$ cat src/rtl/sfr_pkg.sv
// Shared types and constants for the stuffed frame receiver.
package sfr_pkg;

  localparam int BUF_BYTES = 64;
  localparam int BUF_AW    = $clog2(BUF_BYTES);
  localparam int WPOS_W    = $clog2(BUF_BYTES + 1);
  localparam int RAM_DEPTH = 2 * BUF_BYTES;
  localparam int RAM_AW    = BUF_AW + 1;
  localparam int Q_DEPTH   = 2;
  localparam int Q_AW      = $clog2(Q_DEPTH);

  localparam logic [7:0] MARKER     = 8'hAA;
  localparam logic [7:0] KEY_OFFSET = 8'd136;

  typedef enum logic [1:0] {
    KIND_PRESENCE = 2'd0,
    KIND_PAYLOAD  = 2'd1,
    KIND_EMPTY    = 2'd2
  } kind_t;

  typedef enum logic [2:0] {
    PH_IDLE = 3'd0,
    PH_SRC  = 3'd1,
    PH_DST  = 3'd2,
    PH_LEN  = 3'd3,
    PH_BODY = 3'd4
  } rx_phase_t;

  typedef enum logic [1:0] {
    BK_IDLE  = 2'd0,
    BK_READ  = 2'd1,
    BK_EMIT  = 2'd2,
    BK_EMPTY = 2'd3
  } back_state_t;

  // One unit of work for the back end: a presence byte or a checked packet
  typedef struct packed {
    logic       is_pkt;
    logic       bank;
    logic [7:0] src;
    logic [7:0] dst;
    logic [7:0] byte_val;  // presence byte, or the seed of a packet
    logic [5:0] plen;
  } job_t;

  typedef struct packed {
    logic              en;
    logic [RAM_AW-1:0] addr;
    logic [7:0]        data;
  } ram_wr_t;

  typedef struct packed {
    logic valid;
    logic bank;
  } bank_rel_t;

endpackage

$ cat src/rtl/sfr_ram.sv
// Generic single-write, single-read RAM with registered read data.
module sfr_ram #(
  parameter int WIDTH = 8,
  parameter int DEPTH = 128
) (
  input  logic                     clk,
  input  logic                     wr_en,
  input  logic [$clog2(DEPTH)-1:0] wr_addr,
  input  logic [WIDTH-1:0]         wr_data,
  input  logic                     rd_en,
  input  logic [$clog2(DEPTH)-1:0] rd_addr,
  output logic [WIDTH-1:0]         rd_data
);

  logic [WIDTH-1:0] mem_r [DEPTH];
  logic [WIDTH-1:0] rd_data_r;

  always_ff @(posedge clk) begin
    if (wr_en) begin
      mem_r[wr_addr] <= wr_data;
    end
    if (rd_en) begin
      rd_data_r <= mem_r[rd_addr];
    end
  end

  assign rd_data = rd_data_r;

endmodule

$ cat src/rtl/sfr_job_fifo.sv
// Short job queue between the receive front end and the result back end.
module sfr_job_fifo import sfr_pkg::*; (
  input  logic clk,
  input  logic rst_n,
  input  logic push,
  input  job_t din,
  output logic full,
  input  logic pop,
  output job_t dout,
  output logic valid
);

  job_t              q_r [Q_DEPTH];
  logic [Q_AW-1:0]   wp_r, wp_nxt;
  logic [Q_AW-1:0]   rp_r, rp_nxt;
  logic [Q_AW:0]     cnt_r, cnt_nxt;

  assign full  = (cnt_r == (Q_AW+1)'(Q_DEPTH));
  assign valid = (cnt_r != '0);
  assign dout  = q_r[rp_r];

  always_comb begin
    wp_nxt  = push ? wp_r + 1'b1 : wp_r;
    rp_nxt  = pop  ? rp_r + 1'b1 : rp_r;
    cnt_nxt = cnt_r;
    if (push && !pop) begin
      cnt_nxt = cnt_r + 1'b1;
    end else if (pop && !push) begin
      cnt_nxt = cnt_r - 1'b1;
    end
  end

  always_ff @(posedge clk) begin
    if (!rst_n) begin
      wp_r  <= '0;
      rp_r  <= '0;
      cnt_r <= '0;
    end else begin
      wp_r  <= wp_nxt;
      rp_r  <= rp_nxt;
      cnt_r <= cnt_nxt;
    end
    if (push) begin
      q_r[wp_r] <= din;
    end
  end

`ifndef SYNTHESIS
  a_no_push_full: assert property (@(posedge clk) disable iff (!rst_n)
    full |-> !push)
    else $error("job pushed into a full queue");

  a_no_pop_empty: assert property (@(posedge clk) disable iff (!rst_n)
    !valid |-> !pop)
    else $error("job popped from an empty queue");
`endif

endmodule

$ cat src/rtl/sfr_front.sv
// Receive front end: unstuffing, frame parsing, checksum and buffer writes.
module sfr_front import sfr_pkg::*; (
  input  logic      clk,
  input  logic      rst_n,
  input  logic      in_tvalid,
  output logic      in_tready,
  input  logic [7:0] in_tdata,
  output logic      job_push,
  output job_t      job,
  input  logic      q_full,
  output ram_wr_t   ram_wr,
  input  bank_rel_t rel
);

  rx_phase_t         phase_r, phase_nxt;
  logic              esc_r, esc_nxt;
  logic [15:0]       sum_r, sum_nxt;
  logic [7:0]        src_r, src_nxt;
  logic [7:0]        dst_r, dst_nxt;
  logic [7:0]        len_r, len_nxt;
  logic [WPOS_W-1:0] wpos_r, wpos_nxt;
  logic [7:0]        seed_r, seed_nxt;
  logic [7:0]        csum_lo_r, csum_lo_nxt;
  logic              wb_r, wb_nxt;
  logic [1:0]        busy_r, busy_nxt;

  logic              accept;
  logic [7:0]        m;
  logic              mark;
  logic              esc_hit;
  rx_phase_t         eff_phase;
  logic [15:0]       sum_base;
  logic [8:0]        pos9;
  logic [8:0]        len9;
  logic              overrun;
  logic              frame_end;
  logic              csum_ok;

  assign in_tready = !q_full && !busy_r[wb_r];
  assign accept    = in_tvalid && in_tready;
  assign m         = in_tdata;
  assign mark      = !esc_r && (m == MARKER);
  assign esc_hit   = esc_r && (m != MARKER);
  // An escaped non-marker byte restarts the frame and is its source byte
  assign eff_phase = esc_hit ? PH_SRC : phase_r;
  assign sum_base  = esc_hit ? 16'd0 : sum_r;
  assign pos9      = 9'(wpos_r);
  assign len9      = {1'b0, len_r};
  assign overrun   = (wpos_r >= WPOS_W'(BUF_BYTES));
  assign frame_end = !overrun && (pos9 == len9 + 9'd1);
  assign csum_ok   = ({m, csum_lo_r} == sum_base);

  // Next phase
  always_comb begin
    phase_nxt = phase_r;
    if (accept && !mark) begin
      unique case (eff_phase)
        PH_IDLE: phase_nxt = PH_IDLE;
        PH_SRC:  phase_nxt = PH_DST;
        PH_DST:  phase_nxt = PH_LEN;
        PH_LEN:  phase_nxt = (m != 8'd0) ? PH_BODY : PH_IDLE;
        PH_BODY: phase_nxt = (overrun || frame_end) ? PH_IDLE : PH_BODY;
        default: phase_nxt = PH_IDLE;
      endcase
    end
  end

  // Datapath and outputs
  always_comb begin
    esc_nxt     = esc_r;
    sum_nxt     = sum_r;
    src_nxt     = src_r;
    dst_nxt     = dst_r;
    len_nxt     = len_r;
    wpos_nxt    = wpos_r;
    seed_nxt    = seed_r;
    csum_lo_nxt = csum_lo_r;
    wb_nxt      = wb_r;
    busy_nxt    = busy_r;
    job_push    = 1'b0;
    job         = '0;
    ram_wr      = '0;

    if (rel.valid) begin
      busy_nxt[rel.bank] = 1'b0;
    end

    if (accept) begin
      esc_nxt = mark;
      if (!mark) begin
        unique case (eff_phase)
          PH_IDLE: begin
            job_push     = 1'b1;
            job.is_pkt   = 1'b0;
            job.byte_val = m;
          end
          PH_SRC: begin
            src_nxt = m;
            sum_nxt = sum_base + 16'(m);
          end
          PH_DST: begin
            dst_nxt = m;
            sum_nxt = sum_base + 16'(m);
          end
          PH_LEN: begin
            if (m != 8'd0) begin
              wpos_nxt = '0;
              len_nxt  = m;
              sum_nxt  = sum_base + 16'(m);
            end
          end
          PH_BODY: begin
            // Drop the frame silently once the buffer is full
            if (!overrun) begin
              ram_wr.en   = 1'b1;
              ram_wr.addr = {wb_r, wpos_r[BUF_AW-1:0]};
              ram_wr.data = m;
              wpos_nxt    = wpos_r + 1'b1;
              if (pos9 < len9) begin
                sum_nxt = sum_r + 16'(m);
              end
              if (wpos_r == '0) begin
                seed_nxt = m;
              end
              if (pos9 == len9) begin
                csum_lo_nxt = m;
              end
              if (frame_end && csum_ok) begin
                job_push         = 1'b1;
                job.is_pkt       = 1'b1;
                job.bank         = wb_r;
                job.src          = src_r;
                job.dst          = dst_r;
                job.byte_val     = seed_r;
                job.plen         = 6'(len_r - 8'd1);
                busy_nxt[wb_r]   = 1'b1;
                wb_nxt           = !wb_r;
              end
            end
          end
          default: ;
        endcase
      end
    end
  end

  always_ff @(posedge clk) begin
    if (!rst_n) begin
      phase_r   <= PH_IDLE;
      esc_r     <= 1'b0;
      sum_r     <= '0;
      src_r     <= '0;
      dst_r     <= '0;
      len_r     <= '0;
      wpos_r    <= '0;
      seed_r    <= '0;
      csum_lo_r <= '0;
      wb_r      <= 1'b0;
      busy_r    <= '0;
    end else begin
      phase_r   <= phase_nxt;
      esc_r     <= esc_nxt;
      sum_r     <= sum_nxt;
      src_r     <= src_nxt;
      dst_r     <= dst_nxt;
      len_r     <= len_nxt;
      wpos_r    <= wpos_nxt;
      seed_r    <= seed_nxt;
      csum_lo_r <= csum_lo_nxt;
      wb_r      <= wb_nxt;
      busy_r    <= busy_nxt;
    end
  end

`ifndef SYNTHESIS
  a_no_write_busy_bank: assert property (@(posedge clk) disable iff (!rst_n)
    ram_wr.en |-> !busy_r[ram_wr.addr[RAM_AW-1]])
    else $error("frame write into a bank still being emitted");
`endif

endmodule

$ cat src/rtl/sfr_back.sv
// Result back end: runs queued jobs, descrambles payload, holds the output beat.
module sfr_back import sfr_pkg::*; (
  input  logic              clk,
  input  logic              rst_n,
  input  logic              job_valid,
  input  job_t              job,
  output logic              job_pop,
  output logic              rd_en,
  output logic [RAM_AW-1:0] rd_addr,
  input  logic [7:0]        rd_data,
  output bank_rel_t         rel,
  output logic              out_tvalid,
  input  logic              out_tready,
  output logic [31:0]       out_tdata,   // src_addr, dst_addr, data_byte, byte_index, pad
  output logic [1:0]        out_tuser,   // kind
  output logic              out_tlast
);

  back_state_t state_r, state_nxt;
  logic [7:0]  src_r, src_nxt;
  logic [7:0]  dst_r, dst_nxt;
  logic [7:0]  seed_r, seed_nxt;
  logic [7:0]  key_r, key_nxt;
  logic [5:0]  plen_r, plen_nxt;
  logic [5:0]  idx_r, idx_nxt;
  logic        bank_r, bank_nxt;

  logic        ovld_r, ovld_nxt;
  kind_t       okind_r, okind_nxt;
  logic [7:0]  osrc_r, osrc_nxt;
  logic [7:0]  odst_r, odst_nxt;
  logic [7:0]  odata_r, odata_nxt;
  logic [5:0]  oidx_r, oidx_nxt;
  logic        olast_r, olast_nxt;

  logic        slot_free;
  logic        pay_last;

  assign slot_free = !ovld_r || out_tready;
  assign pay_last  = (idx_r + 6'd1 == plen_r);

  // Next state
  always_comb begin
    state_nxt = state_r;
    unique case (state_r)
      BK_IDLE: begin
        if (job_valid && job.is_pkt) begin
          state_nxt = (job.plen == 6'd0) ? BK_EMPTY : BK_READ;
        end
      end
      BK_READ:  state_nxt = BK_EMIT;
      BK_EMIT:  state_nxt = (slot_free && pay_last) ? BK_IDLE
                          : (slot_free ? BK_READ : BK_EMIT);
      BK_EMPTY: state_nxt = slot_free ? BK_IDLE : BK_EMPTY;
      default:  state_nxt = BK_IDLE;
    endcase
  end

  // Datapath and outputs
  always_comb begin
    src_nxt   = src_r;
    dst_nxt   = dst_r;
    seed_nxt  = seed_r;
    key_nxt   = key_r;
    plen_nxt  = plen_r;
    idx_nxt   = idx_r;
    bank_nxt  = bank_r;
    ovld_nxt  = ovld_r && !out_tready;
    okind_nxt = okind_r;
    osrc_nxt  = osrc_r;
    odst_nxt  = odst_r;
    odata_nxt = odata_r;
    oidx_nxt  = oidx_r;
    olast_nxt = olast_r;
    job_pop   = 1'b0;
    rd_en     = 1'b0;
    rd_addr   = {bank_r, BUF_AW'(7'(idx_r) + 7'd1)};
    rel       = '0;

    unique case (state_r)
      BK_IDLE: begin
        if (job_valid) begin
          if (!job.is_pkt) begin
            if (slot_free) begin
              job_pop   = 1'b1;
              ovld_nxt  = 1'b1;
              okind_nxt = KIND_PRESENCE;
              osrc_nxt  = 8'd0;
              odst_nxt  = 8'd0;
              odata_nxt = job.byte_val;
              oidx_nxt  = 6'd0;
              olast_nxt = 1'b1;
            end
          end else begin
            job_pop  = 1'b1;
            src_nxt  = job.src;
            dst_nxt  = job.dst;
            seed_nxt = job.byte_val;
            key_nxt  = job.byte_val + KEY_OFFSET;
            plen_nxt = job.plen;
            idx_nxt  = 6'd0;
            bank_nxt = job.bank;
          end
        end
      end
      BK_READ: begin
        rd_en = 1'b1;
      end
      BK_EMIT: begin
        // Read data holds until the output slot frees up
        if (slot_free) begin
          ovld_nxt  = 1'b1;
          okind_nxt = KIND_PAYLOAD;
          osrc_nxt  = src_r;
          odst_nxt  = dst_r;
          odata_nxt = rd_data ^ key_r;
          oidx_nxt  = idx_r;
          olast_nxt = pay_last;
          key_nxt   = (key_r + seed_r) ^ seed_r;
          idx_nxt   = idx_r + 6'd1;
          if (pay_last) begin
            rel.valid = 1'b1;
            rel.bank  = bank_r;
          end
        end
      end
      BK_EMPTY: begin
        if (slot_free) begin
          ovld_nxt  = 1'b1;
          okind_nxt = KIND_EMPTY;
          osrc_nxt  = src_r;
          odst_nxt  = dst_r;
          odata_nxt = 8'd0;
          oidx_nxt  = 6'd0;
          olast_nxt = 1'b1;
          rel.valid = 1'b1;
          rel.bank  = bank_r;
        end
      end
      default: ;
    endcase
  end

  always_ff @(posedge clk) begin
    if (!rst_n) begin
      state_r <= BK_IDLE;
      ovld_r  <= 1'b0;
    end else begin
      state_r <= state_nxt;
      ovld_r  <= ovld_nxt;
    end
    src_r   <= src_nxt;
    dst_r   <= dst_nxt;
    seed_r  <= seed_nxt;
    key_r   <= key_nxt;
    plen_r  <= plen_nxt;
    idx_r   <= idx_nxt;
    bank_r  <= bank_nxt;
    okind_r <= okind_nxt;
    osrc_r  <= osrc_nxt;
    odst_r  <= odst_nxt;
    odata_r <= odata_nxt;
    oidx_r  <= oidx_nxt;
    olast_r <= olast_nxt;
  end

  assign out_tvalid = ovld_r;
  assign out_tdata  = {2'b00, oidx_r, odata_r, odst_r, osrc_r};
  assign out_tuser  = okind_r;
  assign out_tlast  = olast_r;

`ifndef SYNTHESIS
  a_emit_in_range: assert property (@(posedge clk) disable iff (!rst_n)
    (state_r == BK_EMIT || state_r == BK_READ) |-> (idx_r < plen_r))
    else $error("payload index ran past packet length");

  a_read_then_emit: assert property (@(posedge clk) disable iff (!rst_n)
    (state_r == BK_READ) |=> (state_r == BK_EMIT))
    else $error("buffer read not followed by emit");
`endif

endmodule

$ cat src/rtl/stuffed_frame_receiver_top.sv
// Top level of the byte-stuffed serial frame receiver.
// Accepts one received byte per beat, at most one per cycle. The front end
// unstuffs, parses and checksums frames on the fly, writing frame bytes into
// one of two 64-byte buffer banks; each presence byte and each checked
// packet becomes a job in a two-entry queue. The back end turns a presence
// job into one result and a packet into one result per payload byte
// (buffer read, then descramble into the output register), or a single
// empty-packet result. Input stalls while the job queue is full or while
// the bank the next frame would use still holds a packet not yet emitted.
// The buffers need no clearing after reset.
module stuffed_frame_receiver_top import sfr_pkg::*; (
  input  logic        clk,
  input  logic        rst_n,
  input  logic        in_tvalid,
  output logic        in_tready,
  input  logic [7:0]  in_tdata,    // rx_byte
  output logic        out_tvalid,
  input  logic        out_tready,
  output logic [31:0] out_tdata,   // src_addr, dst_addr, data_byte, byte_index, pad
  output logic [1:0]  out_tuser,   // kind
  output logic        out_tlast
);

  logic              job_push;
  job_t              job_in;
  logic              q_full;
  logic              job_pop;
  job_t              job_out;
  logic              job_valid;
  ram_wr_t           ram_wr;
  bank_rel_t         rel;
  logic              rd_en;
  logic [RAM_AW-1:0] rd_addr;
  logic [7:0]        rd_data;

  sfr_front u_front (
    .clk       (clk),
    .rst_n     (rst_n),
    .in_tvalid (in_tvalid),
    .in_tready (in_tready),
    .in_tdata  (in_tdata),
    .job_push  (job_push),
    .job       (job_in),
    .q_full    (q_full),
    .ram_wr    (ram_wr),
    .rel       (rel)
  );

  sfr_job_fifo u_fifo (
    .clk   (clk),
    .rst_n (rst_n),
    .push  (job_push),
    .din   (job_in),
    .full  (q_full),
    .pop   (job_pop),
    .dout  (job_out),
    .valid (job_valid)
  );

  sfr_ram #(
    .WIDTH (8),
    .DEPTH (RAM_DEPTH)
  ) u_ram (
    .clk     (clk),
    .wr_en   (ram_wr.en),
    .wr_addr (ram_wr.addr),
    .wr_data (ram_wr.data),
    .rd_en   (rd_en),
    .rd_addr (rd_addr),
    .rd_data (rd_data)
  );

  sfr_back u_back (
    .clk        (clk),
    .rst_n      (rst_n),
    .job_valid  (job_valid),
    .job        (job_out),
    .job_pop    (job_pop),
    .rd_en      (rd_en),
    .rd_addr    (rd_addr),
    .rd_data    (rd_data),
    .rel        (rel),
    .out_tvalid (out_tvalid),
    .out_tready (out_tready),
    .out_tdata  (out_tdata),
    .out_tuser  (out_tuser),
    .out_tlast  (out_tlast)
  );

endmodule
$ cat config.mk
export PLATFORM = sky130hd
export DESIGN_NAME = stuffed_frame_receiver_top
export DESIGN_NICKNAME = d
export VERILOG_FILES = /design/src/rtl/sfr_pkg.sv /design/src/rtl/sfr_ram.sv /design/src/rtl/sfr_job_fifo.sv /design/src/rtl/sfr_front.sv /design/src/rtl/sfr_back.sv /design/src/rtl/stuffed_frame_receiver_top.sv
export SDC_FILE = /design/constraint.sdc
export NUM_CORES = 1
export LEC_CHECK = 0
export ABC_AREA = 1
export BUFFER_PORTS_ARGS = -buffer_cell sky130_fd_sc_hd__buf_2
export CAP_MARGIN = 20
export CORE_MARGIN = 8
export CORE_UTILIZATION = 30
export DETAILED_ROUTE_END_ITERATION = 8
export SETUP_SLACK_MARGIN = 0.15
export SYNTH_ARGS = -nofsm -noshare
export SYNTH_HDL_FRONTEND = slang
export SYNTH_SLANG_ARGS = --single-unit
$ cat constraint.sdc
create_clock -name clk -period 6.2 [get_ports clk]
set_clock_uncertainty 0.05 [all_clocks]
set_input_delay 1.24 -clock clk [delete_from_list [all_inputs] [get_ports clk]]
set_output_delay 1.24 -clock clk [all_outputs]
set_load 0.005 [all_outputs]
==> metrics.md <==
| Metric | Value |
|---|---|
| Die height | 430 um |
| M1 GR Usage | 19.0% |
| Internal Power | 15,700 uW |
| Largest net degree at the start of global routing | 238 |
| # DRC | 0 |
| Synthesis-stage register bit count | 1,251 |
| Number of global-route vias before repair | 32,700 |
| Clock sinks | 1,251 |
| Share of total power in sequential cells | 40.1% |
| PostCTS Resize Cnt | 0 |
| Clock share of power | 30.0% |
| Slew headroom | 26.2% |
| Simple-Gate Fraction of Synth Area | 11.3% |
| Seq/Total Area, Yosys | 71.6% |
| Maximum VDD drop | 0.282 mV |
| Worst Hold Class | flip-flop to flip-flop |
| Antenna viol nets, final | 0 |
| Max Cap Viol | 0 |
| Htree depth | 3 |
| Main combinational cell family by area after synthesis | compound AO/OA/AOI/OAI gates |
| I/O Pins | 49 |
| Comb power frac | 29.9% |
| DRT Pass-1 Iters | 6 |
| CTS tree | built |
| Max-slew violations | 0 |
| Switching share of power | 35.0% |
| Global-route wire length before repair | 205 mm |
| Placed Cells | 6,330 |
| Root buffer cell | clkbuf_16 |
| Met2 usage | 23.3% |
| IO Port Bufs | 46 |
| Async SR Flop Fraction | 0% |
| Layout filler cell count | 16,600 |
| Leak | 0.0213 uW |
| Compound-Gate Fraction of Synth Area | 12.0% |
| Pwr dens | 416 nW/um^2 |
| Global route hottest layer | met2 |
| Post-synthesis mux area share | 0.253% |
| Top reg by flops | u_ram.mem_r |
| Share of cells above drive strength 1 | 8.74% |
| Std cell rows | 152 |
| CP Capture Type | flip-flop |
| Final nets | 4,260 |
| Post-CTS Hold Fix Bufs | 0 |
| Vias | 33,600 |
| Area enclosed by the die boundary | 185,000 sq um |
| Crit path arrival time | 4.55 ns |
| Post-Synth XOR/XNOR Area | 0.764% |
| Total track usage | 14.2% |
| Final std cells w/o fill | 6,548 |
| Post-synth EDFFs | 1,173 |
| Largest register FFs | 1,024 |
| Worst-margin pin slew | 1.11 ns |
| Status | finished, final reports clean |
| Final-report setup violation count | 0 |
| Max Clock Freq | 236 MHz |
| Synth Area in Adders | 0.784% |
| Crit start category | input port |
| Unrepaired setup endpoints after global routing | false |
| Top FF cell, synth | edfxtp_1 |
| Clock buffer depth | 3 |
| Hold Fails Final Rpt | 0 |
| Worst EP required | 6.51 ns |
| Fin crit share | 68.3% |
| Critical path class | input port to flip-flop |
| Sum Neg Setup Slack | 0 ns |
| DRT Wirelength | 137 mm |
| WL/cell | 20.9 um |
| # Post-CTS Setup Buffers | 0 |
| Post-synthesis cell count | 4,245 |
| Initial antenna violation count | 3 |
| Distinct cells, synth | 54 |
| Synth warnings | 0 |
| Synth Area per Inst | 12.1 sq um |
| Vias/cell | 5.13 |
| Die W | 430 um |
| CP peak stage delay | 0.83 ns |
| Most common cell after layout, fill and taps aside | edfxtp_1 |
| Sw power | 8470 uW |
| Most frequent cells in the layout | 1,173 x edfxtp_1, 776 x nor2_1, 673 x o21ai_0 |
| Clock-pin slew on the worst setup and hold paths | 0.06 ns |
| Grt total ovfl | 0 |
| Top Registers | u_ram.mem_r: 1024 flops, u_fifo.q_r: 64 flops, u_front.sum_r: 16 flops |
| Starting Density | 30.1% |
| Period minus WS final | 4.23 ns |
| Post-DP HPWL | 81.4 mm |
| Area growth syn-to-layout | 13.2% |
| Critical path's slowest cell | nor2_1 |
| Crit-path cells | buf_2 > inv_2 > nand2_1 > nor2_1 > nand2_1 > nand2_2 > inv_2 > nor2_4 > nand3_2 > nor2_4 > nand2_4 > clkinv_2 > nand4_4 > nor2_1 |
| Clk_lat worst skew | 0.75 ns |
| Met3 usage | 2.15% |
| Cell Area, Synth | 51,400 sq um |
| RePlAce Congestion | 0.886 |
| Crit Path Max Fanout | 16 |
| Total core area | 171,000 sq um |
| DR iter-0 viols | 3,708 |
| CTS buffer count | 118 |
==> stage by stage <==
step	setup WS [ns]	utilization, %	cell area [sq um]	total power, uW	hold slack (ns)
after floorplan	-0.0402	-	51400	14500	0.374
after global placement	1.33	31.7	54200	16900	0.384
after detailed placement	1.23	31.7	54300	17000	0.391
after CTS	2.01	34.0	58200	24200	0.401
after global routing	1.76	34.0	58200	25200	0.416
final	1.97	34.0	58200	24200	0.398
==> synth_stat cells, drive strengths merged, types with 64 or more instances <==
cell / number / share of area (%)
clkbuf: 208 / 1.5
nand3: 132 / 1.3
buf: 64 / 0.63
o22ai: 124 / 1.5
a21oi: 92 / 0.90
edfxtp: 1173 / 69
inv: 153 / 1.1
dfxtp: 78 / 3.0
nor2: 791 / 5.9
o21ai: 675 / 6.6
nand2: 424 / 3.3
o221ai: 140 / 2.4
==> worst paths after layout <==
check	slack, ns	cells past startpoint	startpoint	end
max	1.97	14	in_tdata[2]	u_ram.mem_r[100][0]
min	0.40	2	u_front.seed_r[4]	u_front.seed_r[4]
max reg2reg	2.02	13	u_back.idx_r[1]	u_ram.rd_data[7]
min reg2reg	0.40	2	u_front.seed_r[4]	u_front.seed_r[4]
==> critical path: cells and delay by family <==
family / cells / cell delay (ns)
simple gates: 10 / 2.58
buf+inv: 4 / 0.70
==> power by group through the flow <==
stage | Clock, uW | Combinational [uW] | Sequential [uW]
finish | 7250 | 7230 | 9710
floorplan | 0 | 4600 | 9870
global route | 7650 | 7860 | 9740
global placement | 0 | 7050 | 9880
detailed placement | 0 | 7100 | 9890
CTS | 7370 | 7120 | 9710
==> metal layers <==
| layer | up-vias | share of wire, % |
|---|---|---|
| met4 | 4 | 3.6 |
| met5 | - | 0.045 |
| li1 | 15400 | - |
| met2 | 1360 | 47 |
| met1 | 16600 | 43 |
| met3 | 269 | 6.6 |
==> final cells by class <==
class,count,area (sq um),share of cell area [%]
multi-input combinational,2566,13000,22.4
clock inverter,69,747,1.28
clock buffer,148,3140,5.40
timing repair buffer,123,1060,1.82
inverter,157,611,1.05
antenna,1,2.50,0.00430
tap,2233,2790,4.80
sequential,1251,36800,63.3
==> logic make-up (layout without fill, tap and decap cells) <==
group	Yosys count	count (layout)
buffers and inverters	429	497
adders and majority gates	31	31
AOI/OAI and AO/OA	1076	1076
other	1	3
muxes	13	13
and+or+nand+nor	1400	1400
xor gates and xnor gates	44	44
DFF	1251	1251
No activity file was read; power rests on OpenSTA's default activity.
